==> src/rtl/mandelbrot_escape_time_unit_defines.svh <==
// Assertion macros used by the escape-time unit sequencer RTL.
`ifndef MANDELBROT_ESCAPE_TIME_UNIT_DEFINES_SVH
`define MANDELBROT_ESCAPE_TIME_UNIT_DEFINES_SVH
`ifndef SYNTHESIS
// Same-cycle implication, disabled while reset is asserted.
`define MBET_ASSERT_IMP(lbl, clk, rst_n, ante, cons) \
    lbl: assert property (@(posedge clk) disable iff (!rst_n) (ante) |-> (cons)) \
        else $error("mbet: implication check failed");
// Next-cycle implication, disabled while reset is asserted.
`define MBET_ASSERT_NXT(lbl, clk, rst_n, ante, cons) \
    lbl: assert property (@(posedge clk) disable iff (!rst_n) (ante) |=> (cons)) \
        else $error("mbet: next-cycle check failed");
`else
`define MBET_ASSERT_IMP(lbl, clk, rst_n, ante, cons)
`define MBET_ASSERT_NXT(lbl, clk, rst_n, ante, cons)
`endif
`endif

==> src/rtl/mbet_pkg.sv <==
// Types, constants and the partial-product schedule of the escape-time unit.
`timescale 1ns / 1ps
`default_nettype none
package mbet_pkg;

    localparam int FRAC_BITS_DEF = 60;
    localparam int Z_W           = 64;
    localparam int ACC_W         = 128;
    localparam int MUL_W         = 32;
    localparam int CNT_W         = 16;
    localparam int NUM_PP        = 10;
    localparam int PP_CNT_W      = 4;

    localparam logic [CNT_W-1:0] LIMIT_RESET = 16'd256;
    localparam logic [Z_W-1:0]   Z_MAX       = 64'h7fff_ffff_ffff_ffff;
    localparam logic [Z_W-1:0]   Z_MIN       = 64'h8000_0000_0000_0000;

    typedef enum logic [2:0] {
        OP_NONE  = 3'd0,
        OP_LOAD  = 3'd1,
        OP_CLR   = 3'd2,
        OP_ACC   = 3'd3,
        OP_CHECK = 3'd4,
        OP_DIFF  = 3'd5,
        OP_UPR   = 3'd6,
        OP_UPI   = 3'd7
    } op_t;

    // 32-bit halves of |zr| and |zi| fed to the multiplier.
    typedef enum logic [1:0] {
        H_RL = 2'd0,
        H_RH = 2'd1,
        H_IL = 2'd2,
        H_IH = 2'd3
    } half_t;

    // A: zr^2, later zr^2 - zi^2. B: zi^2. C: signed zr*zi.
    typedef enum logic [1:0] {
        ACC_A = 2'd0,
        ACC_B = 2'd1,
        ACC_C = 2'd2
    } acc_sel_t;

    typedef enum logic [1:0] {
        SH_0  = 2'd0,
        SH_32 = 2'd1,
        SH_33 = 2'd2,
        SH_64 = 2'd3
    } shift_t;

    typedef struct packed {
        half_t    a_sel;
        half_t    b_sel;
        acc_sel_t acc_sel;
        shift_t   shift;
    } pp_t;

    typedef struct packed {
        op_t      op;
        half_t    mul_a;
        half_t    mul_b;
        acc_sel_t acc_sel;
        shift_t   acc_shift;
    } ctrl_t;

    typedef struct packed {
        logic mag_escape;
        logic sum_escape;
    } stat_t;

    // Ten 32x32 partial products build zr^2, zi^2 and zr*zi.
    function automatic pp_t pp_entry(input logic [PP_CNT_W-1:0] idx);
        pp_t e;
        e = '{a_sel: H_RL, b_sel: H_RL, acc_sel: ACC_A, shift: SH_0};
        case (idx)
            4'd0: e = '{a_sel: H_RL, b_sel: H_RL, acc_sel: ACC_A, shift: SH_0};
            4'd1: e = '{a_sel: H_RL, b_sel: H_RH, acc_sel: ACC_A, shift: SH_33};
            4'd2: e = '{a_sel: H_RH, b_sel: H_RH, acc_sel: ACC_A, shift: SH_64};
            4'd3: e = '{a_sel: H_IL, b_sel: H_IL, acc_sel: ACC_B, shift: SH_0};
            4'd4: e = '{a_sel: H_IL, b_sel: H_IH, acc_sel: ACC_B, shift: SH_33};
            4'd5: e = '{a_sel: H_IH, b_sel: H_IH, acc_sel: ACC_B, shift: SH_64};
            4'd6: e = '{a_sel: H_RL, b_sel: H_IL, acc_sel: ACC_C, shift: SH_0};
            4'd7: e = '{a_sel: H_RL, b_sel: H_IH, acc_sel: ACC_C, shift: SH_32};
            4'd8: e = '{a_sel: H_RH, b_sel: H_IL, acc_sel: ACC_C, shift: SH_32};
            4'd9: e = '{a_sel: H_RH, b_sel: H_IH, acc_sel: ACC_C, shift: SH_64};
            default: e = '{a_sel: H_RL, b_sel: H_RL, acc_sel: ACC_A, shift: SH_0};
        endcase
        return e;
    endfunction

endpackage
`default_nettype wire

==> src/rtl/mbet_mul32.sv <==
// Shared 32x32 unsigned multiplier with a registered product.
`timescale 1ns / 1ps
`default_nettype none
module mbet_mul32 (
    input  wire logic                          clk,
    input  wire logic [mbet_pkg::MUL_W-1:0]    a,
    input  wire logic [mbet_pkg::MUL_W-1:0]    b,
    output logic      [2*mbet_pkg::MUL_W-1:0]  prod
);
    import mbet_pkg::*;

    logic [2*MUL_W-1:0] prod_reg;

    always_ff @(posedge clk)
    begin
        prod_reg <= a * b;
    end

    assign prod = prod_reg;

endmodule
`default_nettype wire

==> src/rtl/mbet_dpath.sv <==
// Escape-time datapath: z and c registers, accumulators and the shared wide adder.
`timescale 1ns / 1ps
`default_nettype none
module mbet_dpath #(
    parameter int FRAC_BITS = mbet_pkg::FRAC_BITS_DEF
) (
    input  wire logic                          clk,
    input  wire mbet_pkg::ctrl_t               ctrl,
    input  wire logic [mbet_pkg::Z_W-1:0]      in_real,
    input  wire logic [mbet_pkg::Z_W-1:0]      in_imag,
    input  wire logic [2*mbet_pkg::MUL_W-1:0]  prod,
    output logic      [mbet_pkg::MUL_W-1:0]    mul_a,
    output logic      [mbet_pkg::MUL_W-1:0]    mul_b,
    output mbet_pkg::stat_t                    stat,
    output logic      [mbet_pkg::Z_W-1:0]      z_real,
    output logic      [mbet_pkg::Z_W-1:0]      z_imag,
    output logic      [mbet_pkg::Z_W-1:0]      c_real,
    output logic      [mbet_pkg::Z_W-1:0]      c_imag
);
    import mbet_pkg::*;

    localparam logic [ACC_W-1:0] FOUR = ACC_W'(1) << (2 * FRAC_BITS + 2);
    localparam logic [Z_W-1:0]   TWO  = Z_W'(1) << (FRAC_BITS + 1);

    logic        [Z_W-1:0]   cr_reg, ci_reg, zr_reg, zi_reg;
    logic signed [ACC_W-1:0] acc_a_reg, acc_b_reg, acc_c_reg;

    logic [Z_W-1:0]   mag_r, mag_i;
    logic [ACC_W-1:0] pp_shifted;
    logic [ACC_W-1:0] add_a, add_b, add_sum;
    logic             add_sub;
    logic             cross_neg;
    logic             fits;
    logic [Z_W-1:0]   sat_sum;

    assign mag_r     = zr_reg[Z_W-1] ? (~zr_reg + 1'b1) : zr_reg;
    assign mag_i     = zi_reg[Z_W-1] ? (~zi_reg + 1'b1) : zi_reg;
    assign cross_neg = zr_reg[Z_W-1] ^ zi_reg[Z_W-1];

    function automatic logic [MUL_W-1:0] pick_half(input half_t sel,
                                                   input logic [Z_W-1:0] mr,
                                                   input logic [Z_W-1:0] mi);
        logic [MUL_W-1:0] h;
        h = '0;
        case (sel)
            H_RL:    h = mr[MUL_W-1:0];
            H_RH:    h = mr[2*MUL_W-1:MUL_W];
            H_IL:    h = mi[MUL_W-1:0];
            H_IH:    h = mi[2*MUL_W-1:MUL_W];
            default: h = '0;
        endcase
        return h;
    endfunction

    assign mul_a = pick_half(ctrl.mul_a, mag_r, mag_i);
    assign mul_b = pick_half(ctrl.mul_b, mag_r, mag_i);

    always_comb
    begin
        pp_shifted = '0;
        case (ctrl.acc_shift)
            SH_0:    pp_shifted = {{(ACC_W-2*MUL_W){1'b0}}, prod};
            SH_32:   pp_shifted = {{(ACC_W-2*MUL_W){1'b0}}, prod} << MUL_W;
            SH_33:   pp_shifted = {{(ACC_W-2*MUL_W){1'b0}}, prod} << (MUL_W + 1);
            SH_64:   pp_shifted = {{(ACC_W-2*MUL_W){1'b0}}, prod} << (2 * MUL_W);
            default: pp_shifted = '0;
        endcase
    end

    // One wide adder serves every arithmetic step of an iteration.
    always_comb
    begin
        add_a   = '0;
        add_b   = '0;
        add_sub = 1'b0;
        unique case (ctrl.op)
            OP_ACC:
            begin
                unique case (ctrl.acc_sel)
                    ACC_A:   add_a = acc_a_reg;
                    ACC_B:   add_a = acc_b_reg;
                    ACC_C:   add_a = acc_c_reg;
                    default: add_a = '0;
                endcase
                add_b   = pp_shifted;
                add_sub = (ctrl.acc_sel == ACC_C) && cross_neg;
            end
            OP_CHECK:
            begin
                add_a = acc_a_reg;
                add_b = acc_b_reg;
            end
            OP_DIFF:
            begin
                add_a   = acc_a_reg;
                add_b   = acc_b_reg;
                add_sub = 1'b1;
            end
            OP_UPR:
            begin
                add_a = ACC_W'(acc_a_reg >>> FRAC_BITS);
                add_b = {{(ACC_W-Z_W){cr_reg[Z_W-1]}}, cr_reg};
            end
            OP_UPI:
            begin
                add_a = ACC_W'(acc_c_reg >>> (FRAC_BITS - 1));
                add_b = {{(ACC_W-Z_W){ci_reg[Z_W-1]}}, ci_reg};
            end
            default:
            begin
                add_a   = '0;
                add_b   = '0;
                add_sub = 1'b0;
            end
        endcase
    end

    assign add_sum = add_a + (add_sub ? ~add_b : add_b) + {{(ACC_W-1){1'b0}}, add_sub};

    // Clamp to the signed 64-bit range when the upper bits are not a sign fill.
    assign fits    = (add_sum[ACC_W-1:Z_W-1] == '0) || (add_sum[ACC_W-1:Z_W-1] == '1);
    assign sat_sum = fits ? add_sum[Z_W-1:0] : (add_sum[ACC_W-1] ? Z_MIN : Z_MAX);

    assign stat.mag_escape = (mag_r >= TWO) || (mag_i >= TWO);
    assign stat.sum_escape = (add_sum >= FOUR);

    always_ff @(posedge clk)
    begin
        unique case (ctrl.op)
            OP_LOAD:
            begin
                cr_reg <= in_real;
                ci_reg <= in_imag;
                zr_reg <= '0;
                zi_reg <= '0;
            end
            OP_CLR:
            begin
                acc_a_reg <= '0;
                acc_b_reg <= '0;
                acc_c_reg <= '0;
            end
            OP_ACC:
            begin
                unique case (ctrl.acc_sel)
                    ACC_A:   acc_a_reg <= add_sum;
                    ACC_B:   acc_b_reg <= add_sum;
                    ACC_C:   acc_c_reg <= add_sum;
                    default: acc_a_reg <= acc_a_reg;
                endcase
            end
            OP_DIFF: acc_a_reg <= add_sum;
            OP_UPR:  zr_reg    <= sat_sum;
            OP_UPI:  zi_reg    <= sat_sum;
            default: zr_reg    <= zr_reg;
        endcase
    end

    assign z_real = zr_reg;
    assign z_imag = zi_reg;
    assign c_real = cr_reg;
    assign c_imag = ci_reg;

endmodule
`default_nettype wire

==> src/rtl/mbet_seq.sv <==
// Sequencer that steps the shared multiplier and adder through each iteration.
`timescale 1ns / 1ps
`default_nettype none
`include "mandelbrot_escape_time_unit_defines.svh"
module mbet_seq (
    input  wire logic                        clk,
    input  wire logic                        rst_n,
    input  wire logic                        in_fire,
    input  wire logic [mbet_pkg::CNT_W-1:0]  limit,
    input  wire logic                        out_free,
    input  wire mbet_pkg::stat_t             stat,
    output mbet_pkg::ctrl_t                  ctrl,
    output logic                             in_ready,
    output logic                             done_load,
    output logic                             escaped,
    output logic      [mbet_pkg::CNT_W-1:0]  count
);
    import mbet_pkg::*;

    typedef enum logic [7:0] {
        S_IDLE  = 8'b0000_0001,
        S_TEST  = 8'b0000_0010,
        S_MUL   = 8'b0000_0100,
        S_CHECK = 8'b0000_1000,
        S_DIFF  = 8'b0001_0000,
        S_UPR   = 8'b0010_0000,
        S_UPI   = 8'b0100_0000,
        S_DONE  = 8'b1000_0000
    } state_t;

    state_t              state_reg, state_next;
    logic [CNT_W-1:0]    step_reg, step_next;
    logic [PP_CNT_W-1:0] pp_cnt_reg, pp_cnt_next;
    logic                escaped_reg, escaped_next;
    pp_t                 pp_issue, pp_accum;

    assign pp_issue = pp_entry(pp_cnt_reg);
    assign pp_accum = pp_entry(pp_cnt_reg - 1'b1);

    always_comb
    begin
        state_next     = state_reg;
        step_next      = step_reg;
        pp_cnt_next    = pp_cnt_reg;
        escaped_next   = escaped_reg;
        ctrl.op        = OP_NONE;
        ctrl.mul_a     = pp_issue.a_sel;
        ctrl.mul_b     = pp_issue.b_sel;
        ctrl.acc_sel   = pp_accum.acc_sel;
        ctrl.acc_shift = pp_accum.shift;
        done_load      = 1'b0;
        unique case (state_reg)
            S_IDLE:
            begin
                if (in_fire)
                begin
                    ctrl.op    = OP_LOAD;
                    step_next  = '0;
                    state_next = S_TEST;
                end
            end
            S_TEST:
            begin
                if (step_reg == limit)
                begin
                    escaped_next = 1'b0;
                    state_next   = S_DONE;
                end
                else if (stat.mag_escape)
                begin
                    escaped_next = 1'b1;
                    state_next   = S_DONE;
                end
                else
                begin
                    ctrl.op     = OP_CLR;
                    pp_cnt_next = '0;
                    state_next  = S_MUL;
                end
            end
            S_MUL:
            begin
                // Issue product n while folding product n-1 into its accumulator.
                if (pp_cnt_reg != '0)
                begin
                    ctrl.op = OP_ACC;
                end
                if (pp_cnt_reg == PP_CNT_W'(NUM_PP))
                begin
                    state_next = S_CHECK;
                end
                else
                begin
                    pp_cnt_next = pp_cnt_reg + 1'b1;
                end
            end
            S_CHECK:
            begin
                ctrl.op = OP_CHECK;
                if (stat.sum_escape)
                begin
                    escaped_next = 1'b1;
                    state_next   = S_DONE;
                end
                else
                begin
                    state_next = S_DIFF;
                end
            end
            S_DIFF:
            begin
                ctrl.op    = OP_DIFF;
                state_next = S_UPR;
            end
            S_UPR:
            begin
                ctrl.op    = OP_UPR;
                state_next = S_UPI;
            end
            S_UPI:
            begin
                ctrl.op    = OP_UPI;
                step_next  = step_reg + 1'b1;
                state_next = S_TEST;
            end
            S_DONE:
            begin
                if (out_free)
                begin
                    done_load  = 1'b1;
                    state_next = S_IDLE;
                end
            end
            default:
            begin
                state_next = S_IDLE;
            end
        endcase
    end

    always_ff @(posedge clk or negedge rst_n)
    begin
        if (!rst_n)
        begin
            state_reg   <= S_IDLE;
            step_reg    <= '0;
            pp_cnt_reg  <= '0;
            escaped_reg <= 1'b0;
        end
        else
        begin
            state_reg   <= state_next;
            step_reg    <= step_next;
            pp_cnt_reg  <= pp_cnt_next;
            escaped_reg <= escaped_next;
        end
    end

    assign in_ready = (state_reg == S_IDLE);
    assign escaped  = escaped_reg;
    assign count    = step_reg;

    `MBET_ASSERT_IMP(a_pp_range, clk, rst_n, state_reg == S_MUL, pp_cnt_reg <= PP_CNT_W'(NUM_PP))
    `MBET_ASSERT_IMP(a_step_bound, clk, rst_n, state_reg == S_TEST, step_reg <= limit)
    `MBET_ASSERT_NXT(a_check_next, clk, rst_n, (state_reg == S_CHECK) && !stat.sum_escape, state_reg == S_DIFF)
    `MBET_ASSERT_NXT(a_fire_test, clk, rst_n, in_fire, (state_reg == S_TEST) && (step_reg == '0))

endmodule
`default_nettype wire

==> src/rtl/mandelbrot_escape_time_unit.sv <==
// Top level of the Mandelbrot escape-time unit: ports, limit register, result register.
//
// Usage:
//   Input stream (s_axis_*): one beat carries a point c as two signed fixed-point
//   words with FRAC_BITS fraction bits. Output stream (m_axis_*): one beat per point
//   with the escape step count, the escape flag in tuser and the final z (or c when
//   the point stays bounded). cfg_we/cfg_wdata load the iteration limit; write it
//   only while no point is in flight.
//   Timing: one point is worked at a time. Each iteration runs the limit and
//   magnitude test, ten partial products on the shared 32x32 multiplier, whose
//   product is registered, and four steps on the wide adder (squared-magnitude
//   test, difference, two updates). An escape is caught by the magnitude test or
//   by the squared-magnitude test. s_axis_tready is high only while the
//   sequencer is idle.
//   A finished beat waits in the output register; the next point is accepted at
//   once. If the receiver stalls, a second finished point holds in the sequencer
//   until the output register frees up.
//   Reset: clears the sequencer and output valid and restores the limit to 256.
`timescale 1ns / 1ps
`default_nettype none
module mandelbrot_escape_time_unit #(
    parameter int FRAC_BITS = mbet_pkg::FRAC_BITS_DEF
) (
    input  wire logic           clk,
    input  wire logic           rst_n,
    // Limit register write port
    input  wire logic           cfg_we,
    input  wire logic [15:0]    cfg_wdata,   // iteration_limit
    // Point input stream
    input  wire logic           s_axis_tvalid,
    output logic                s_axis_tready,
    input  wire logic [127:0]   s_axis_tdata,  // [63:0] point_real, [127:64] point_imag
    // Result output stream
    output logic                m_axis_tvalid,
    input  wire logic           m_axis_tready,
    output logic      [143:0]   m_axis_tdata,  // [15:0] escape_count, [79:16] final_real,
                                               // [143:80] final_imag
    output logic      [0:0]     m_axis_tuser   // [0] did_escape
);
    import mbet_pkg::*;

    logic [CNT_W-1:0]   limit_reg;
    logic               m_valid_reg;
    logic [CNT_W-1:0]   count_reg;
    logic               escaped_reg;
    logic [Z_W-1:0]     final_real_reg, final_imag_reg;

    ctrl_t              ctrl;
    stat_t              stat;
    logic [MUL_W-1:0]   mul_a, mul_b;
    logic [2*MUL_W-1:0] prod;
    logic [Z_W-1:0]     z_real, z_imag, c_real, c_imag;
    logic               in_fire, out_free, done_load, seq_escaped;
    logic [CNT_W-1:0]   seq_count;

    assign in_fire  = s_axis_tvalid && s_axis_tready;
    assign out_free = !m_valid_reg || m_axis_tready;

    // Hold the iteration limit; the user must keep writes between points, the block does not enforce it.
    always_ff @(posedge clk or negedge rst_n)
    begin
        if (!rst_n)
        begin
            limit_reg <= LIMIT_RESET;
        end
        else if (cfg_we)
        begin
            limit_reg <= cfg_wdata;
        end
    end

    mbet_seq u_seq (
        .clk       (clk),
        .rst_n     (rst_n),
        .in_fire   (in_fire),
        .limit     (limit_reg),
        .out_free  (out_free),
        .stat      (stat),
        .ctrl      (ctrl),
        .in_ready  (s_axis_tready),
        .done_load (done_load),
        .escaped   (seq_escaped),
        .count     (seq_count)
    );

    mbet_mul32 u_mul (
        .clk  (clk),
        .a    (mul_a),
        .b    (mul_b),
        .prod (prod)
    );

    mbet_dpath #(
        .FRAC_BITS (FRAC_BITS)
    ) u_dpath (
        .clk     (clk),
        .ctrl    (ctrl),
        .in_real (s_axis_tdata[Z_W-1:0]),
        .in_imag (s_axis_tdata[2*Z_W-1:Z_W]),
        .prod    (prod),
        .mul_a   (mul_a),
        .mul_b   (mul_b),
        .stat    (stat),
        .z_real  (z_real),
        .z_imag  (z_imag),
        .c_real  (c_real),
        .c_imag  (c_imag)
    );

    // Output valid: set on a finished point, drop when the beat is taken.
    always_ff @(posedge clk or negedge rst_n)
    begin
        if (!rst_n)
        begin
            m_valid_reg <= 1'b0;
        end
        else if (done_load)
        begin
            m_valid_reg <= 1'b1;
        end
        else if (m_axis_tready)
        begin
            m_valid_reg <= 1'b0;
        end
    end

    // Result payload: z at escape, or c echoed for a bounded point.
    always_ff @(posedge clk)
    begin
        if (done_load)
        begin
            count_reg      <= seq_count;
            escaped_reg    <= seq_escaped;
            final_real_reg <= seq_escaped ? z_real : c_real;
            final_imag_reg <= seq_escaped ? z_imag : c_imag;
        end
    end

    assign m_axis_tvalid   = m_valid_reg;
    assign m_axis_tdata    = {final_imag_reg, final_real_reg, count_reg};
    assign m_axis_tuser[0] = escaped_reg;

endmodule
`default_nettype wire
==> config.mk <==
export PLATFORM = sky130hd
export DESIGN_NAME = mandelbrot_escape_time_unit
export DESIGN_NICKNAME = d
export VERILOG_FILES = /design/src/rtl/mbet_pkg.sv /design/src/rtl/mbet_mul32.sv /design/src/rtl/mbet_dpath.sv /design/src/rtl/mbet_seq.sv /design/src/rtl/mandelbrot_escape_time_unit.sv
export VERILOG_INCLUDE_DIRS = /design/src /design/src/rtl
export SDC_FILE = /design/constraint.sdc
export NUM_CORES = 2
export LEC_CHECK = 0
export BUFFER_PORTS_ARGS = -buffer_cell sky130_fd_sc_hd__buf_2
export CAP_MARGIN = 30
export CELL_PAD_IN_SITES_DETAIL_PLACEMENT = 1
export CELL_PAD_IN_SITES_GLOBAL_PLACEMENT = 1
export CORE_MARGIN = 4
export CORE_UTILIZATION = 56
export CTS_BUF_LIST = sky130_fd_sc_hd__clkbuf_4
export DETAILED_ROUTE_END_ITERATION = 6
export PLACE_DENSITY_LB_ADDON = 0.1
export SLEW_MARGIN = 20
export SYNTH_ARGS = -nofsm -noshare
export SYNTH_HDL_FRONTEND = slang
export SYNTH_SLANG_ARGS = --single-unit
==> constraint.sdc <==
create_clock -name clk -period 32 [get_ports clk]
set_clock_uncertainty 0.2 [all_clocks]
set_input_delay 3.2 -clock clk [delete_from_list [all_inputs] [get_ports clk]]
set_output_delay 3.2 -clock clk [all_outputs]
set_load 0.01 [all_outputs]
==> results.md, run 1 <==
* Post-CTS Hold Buffers at 0
* Top post-synthesis cells by area: edfxtp_1 (28%), fa_1 (21%), nand2_1 (6.6%)
* Synth warn at 0
* Die Width at 398 µm
* Worst-case clock buffer depth at 3
* Grt total ovfl at 120
* Final GP Congestion at 1.08
* Failed at: 5_1_grt
* Netlist cell types at 91
* Die Span Y at 398 µm
* Seq cells post-synth at 895
* Status: did not finish
* Detail Placement HPWL at 335000 µm
* TritonCTS buffer count at 240
* CTS Sinks at 895
* Post-Syn Instances at 9015
* Leading area contributor after synthesis: edfxtp_1
* Sequential share of the synthesized area at 30.6%
* Root Buffer: clkbuf_4
* Ports at 296
* Postcts setup bufs at 0
* Gr usage total at 70.0%
* Largest net degree at the start of global routing at 129
* Ys flop type: edfxtp_1
* Yosys top cell area share at 27.7%
* Initial Util at 56.5%
* Syn_nets at 10500
* Asr flop ratio synth at 5.14%
* Run-stopping error: [ERROR GRT-0232] Routing congestion too high. Check the congestion heatmap in the GUI.
* Number of flops mapped to enable cells by yosys at 785
* H-Tree Depth at 4
* FP Rows at 142
* Mapped Area at 85000 µm²
* Number of port buffers at 295
* Syn avg cell area at 9.43 µm²
* Resize count post-CTS at 0
==> logic make-up after synthesis <==
kind of cell    after synthesis  synth area share (%)
xor+xnor                    337                  3.47
fa+ha+maj                  1297                  27.0
compound gates             1693                  13.0
flops                       895                  30.6
mux                         291                  3.74
simple gates               2856                  14.8
buf+inv                    1646                  7.31
==> synth_stat cells (all sizes together), types with 43 or more instances <==
library cell  count
clkbuf          504
and2            172
inv            1090
xnor2           184
a222oi           70
o31ai           166
buf              52
o21bai           44
nor2b            49
mux2i           138
a221oi           43
xor2            153
nand2          1500
edfxtp          785
dfxtp            64
o21ai           339
mux2            146
a221o            72
nor2            601
o211ai           61
nand4            90
ha              400
a21o             93
nor3             65
fa              897
a21oi           518
nand3           142
dfrtp            44
a22oi            61
a211oi           52
==> stage by stage <==
step           hold WS [ps]  cell area, µm²  instances  worst slack, ps
4_1_cts                 336           91800      11400            16730
3_5_place_dp            320           88700      10900            17040
3_3_place_gp            307           88600      10900            17520
2_1_floorplan           223           85000       9015            19140
==> metal layers <==
layer	overflow	global-route usage, %
met1	0	70.8
met4	53	67.2
met5	1	35.6
met3	1	52.6
met2	65	87.0
==> inputs of run 2 (changes only) <==
- CELL_PAD_IN_SITES_DETAIL_PLACEMENT: 1 -> unset
- CELL_PAD_IN_SITES_GLOBAL_PLACEMENT: 1 -> unset
- CORE_UTILIZATION: 56 -> 40
- CTS_BUF_LIST: sky130_fd_sc_hd__clkbuf_4 -> unset
- PLACE_DENSITY_LB_ADDON: 0.1 -> 0.15
==> results.md, run 2 <==
* Failing checks: DRC
* Endpoints failing setup at 0
* Count leader, synth: nand2_1 (unchanged)
* Cell mode on critical path: fa_1
* Core area at 210000 µm²
* Fmax achieved at 67.2 MHz
* Number of port buffers at 295 (unchanged)
* Slew HR at 25.9%
* Mapped Area at 85000 µm² (unchanged)
* Post-route ant nets at 0
* Max incr delay on CP at 630 ps
* Asr flop ratio synth at 5.14% (unchanged)
* Critical Path AT at 15320 ps
* Leading area contributor after synthesis: edfxtp_1 (unchanged)
* Number of max-cap violations at 0
* Sequential share of the synthesized area at 30.6% (unchanged)
* Netlist cell types at 91 (unchanged)
* H-Tree Depth at 3 (was 4)
* Post-Syn Instances at 9015 (unchanged)
* Hold path depth at 1
* Gr usage total at 34.6%
* Worst-case clock buffer depth at 3 (unchanged)
* Syn avg cell area at 9.43 µm² (unchanged)
* Layout cell share with drive strength beyond 1 at 10.2%
* Hold EP: limit_reg[1]$_DFFE_PN0P_
* Drt wl/cell at 32.3 µm
* Number of flops mapped to enable cells by yosys at 785 (unchanged)
* Drt via density at 5.96
* Critical-path top delay cell: nor4_1
* Crit. End Element: flip-flop
* Synth warn at 0 (unchanged)
* Grt total ovfl at 0
* Vias at 71300
* Kind of critical path: reg -> reg
* Starting DRC count in detailed routing at 8009
* Hold violation total from the final report at 0
* Worst reg2reg path startpoint: u_dpath.z_real[19]$_SDFFCE_PP0P_
* Post-route clock period utilization at 46.5%
* Worst-path clk slew at 60 ps
* Post-CTS Hold Buffers at 0 (unchanged)
* Full die area at 220000 µm²
* Antenna violations before repair at 32
* TritonCTS buffer count at 99 (was 240)
* Main combinational cell family by area after synthesis: adder cells (unchanged)
* Area after DPL at 90000 µm² (was 88700 µm²)
* Area delta synth->final at 9.94%
* Detail Placement HPWL at 306000 µm (was 335000 µm)
* Commonest non-fill, non-tap cell in the layout: nand2_1
* FP Rows at 168 (was 142)
* Ports at 296 (unchanged)
* Postcts setup bufs at 0 (unchanged)
* Final GP Congestion at 1.02 (was 1.08)
* Synth Area in Compound Gates at 13.0% (unchanged)
* Top post-synthesis cells by area: edfxtp_1 (28%), fa_1 (21%), nand2_1 (6.6%) (unchanged)
* CTS Sinks at 895 (unchanged)
* DRT Pass-1 Iters at 7
* Status: complete, but fails checks (was did not finish)
* Routed wire length at 385000 µm
* Largest net degree at the start of global routing at 129
* Later-pin clock latency in the skew report at 800 ps
* Remaining DRCs at 6
* Die Width at 469 µm (was 398 µm)
* Post-Synth Simple-Gate Area at 14.8% (unchanged)
* Vias in the first global route at 71300
* RSZ-0062 raised after global routing: no
* Resize count post-CTS at 0 (unchanged)
* Seq cells post-synth at 895 (unchanged)
* Post-Synth Adder-Cell Area at 27.0% (unchanged)
* Fin nets at 10500
* Final Critical Period at 14870 ps
* Worst Hold Launch: limit_reg[1]$_DFFE_PN0P_
* Multiplexer share of the synthesized area at 3.74% (unchanged)
* CP Data Required Time at 32440 ps
* Root Buffer: clkbuf_16 (was clkbuf_4)
* Syn_nets at 10500 (unchanged)
* Initial Util at 40.4% (was 56.5%)
* Post-route setup TNS at 0 ps
* Global-route wire length before repair at 542000 µm
* Worst Path Max Fanout at 27
* Yosys top cell area share at 27.7% (unchanged)
* Top post-synthesis cells by count: nand2_1 (1500), inv_1 (1090), fa_1 (897), edfxtp_1 (785), nor2_1 (601) (unchanged)
* R2r worst-path depth at 45
* Xor/xnor cell area share of the yosys netlist at 3.47% (unchanged)
* Ys flop type: edfxtp_1 (unchanged)
* Worst slew pin tran at 1110 ps
* CTS tree: yes
* Worst R2R End: u_mul.prod[63]$_DFF_P_
* Max Slew Vio Count at 0
* Flop-to-flop setup slack at 17130 ps
* Worst hold path type: reg -> reg
* Post-route design area at 93400 µm²
* CP startpoint kind: flip-flop
* Most frequent cells in the layout: nand2_1 (1496), inv_1 (1088), fa_1 (897)
* Die Span Y at 469 µm (was 398 µm)
-- run 2: cell counts after synthesis --
No cell type changed its count.
-- run 2: cells by family (layout without fill, tap and decap cells) --
group,count (synthesis),count (layout)
xor gates and xnor gates,337,337
DFF,895,895
AOI/OAI and AO/OA,1693,1693
and+or+nand+nor,2856,2856
buffers and inverters,1646,1764
muxes,291,291
other,0,12
adders and majority gates,1297,1297
-- run 2: metrics by stage --
stage / hold slack [ps] / worst slack [ps] / utilization [%] / instances
2_1_floorplan: 223 / 19140 / - / 9015
4_1_cts: 330 / 17190 / 44.4 / 11900
3_5_place_dp: 316 / 17260 / 42.8 / 11800
5_1_grt: 338 / 16460 / 44.4 / 11900
3_3_place_gp: 312 / 17300 / 42.7 / 11700
6_report: 329 / 17130 / 44.4 / 12000
-- run 2: worst max-delay path by stage --
stage                                           startpoint                     end  slack, ps  cells after the start
after global routing      u_dpath.z_real[19]$_SDFFCE_PP0P_  u_mul.prod[63]$_DFF_P_      16460                     45
final                     u_dpath.z_real[19]$_SDFFCE_PP0P_  u_mul.prod[63]$_DFF_P_      17130                     45
after CTS                 u_dpath.z_real[19]$_SDFFCE_PP0P_  u_mul.prod[63]$_DFF_P_      17190                     45
after global placement     u_dpath.z_imag[5]$_SDFFCE_PP0P_  u_mul.prod[63]$_DFF_P_      17300                     44
after detailed placement  u_dpath.z_real[19]$_SDFFCE_PP0P_  u_mul.prod[63]$_DFF_P_      17260                     45
after floorplan            u_dpath.z_imag[5]$_SDFFCE_PP0P_  u_mul.prod[63]$_DFF_P_      19140                     46
-- run 2: final cells by class --
cell class,count,area (µm²)
Clock buffer,120,2630
Clock inverter,64,734
Timing Repair Buffer,490,3130
Inverter,1090,4100
Tap cell,2805,3510
Antenna cell,12,30.0
Sequential cell,895,26000
Fill cell,20500,117000
Multi-Input combinational cell,6474,53300
-- run 2: routing by layer --
| layer | track usage [%] | vias up | share of wire (%) |
|---|---|---|---|
| met1 | 44.8 | 36400 | 40 |
| met3 | 7.45 | 805 | 8.6 |
| li1 | - | 30600 | - |
| met4 | 21.1 | 18 | 7.5 |
| met5 | 0.433 | - | 0.068 |
| met2 | 53.1 | 3420 | 44 |
-- run 2: critical path, delay by kind of cell (launching register included) --
kind	cells	cell delay, ps
adders and majority gates	9	4420
AOI/OAI and AO/OA	14	4230
and+or+nand+nor	11	4050
buffers and inverters	8	740
DFF	1	480
xor gates and xnor gates	2	320
muxes	1	260
Power of run 2 is not shown: default switching activity piles up to over one toggle a cycle in this logic, so the estimate is an artifact.
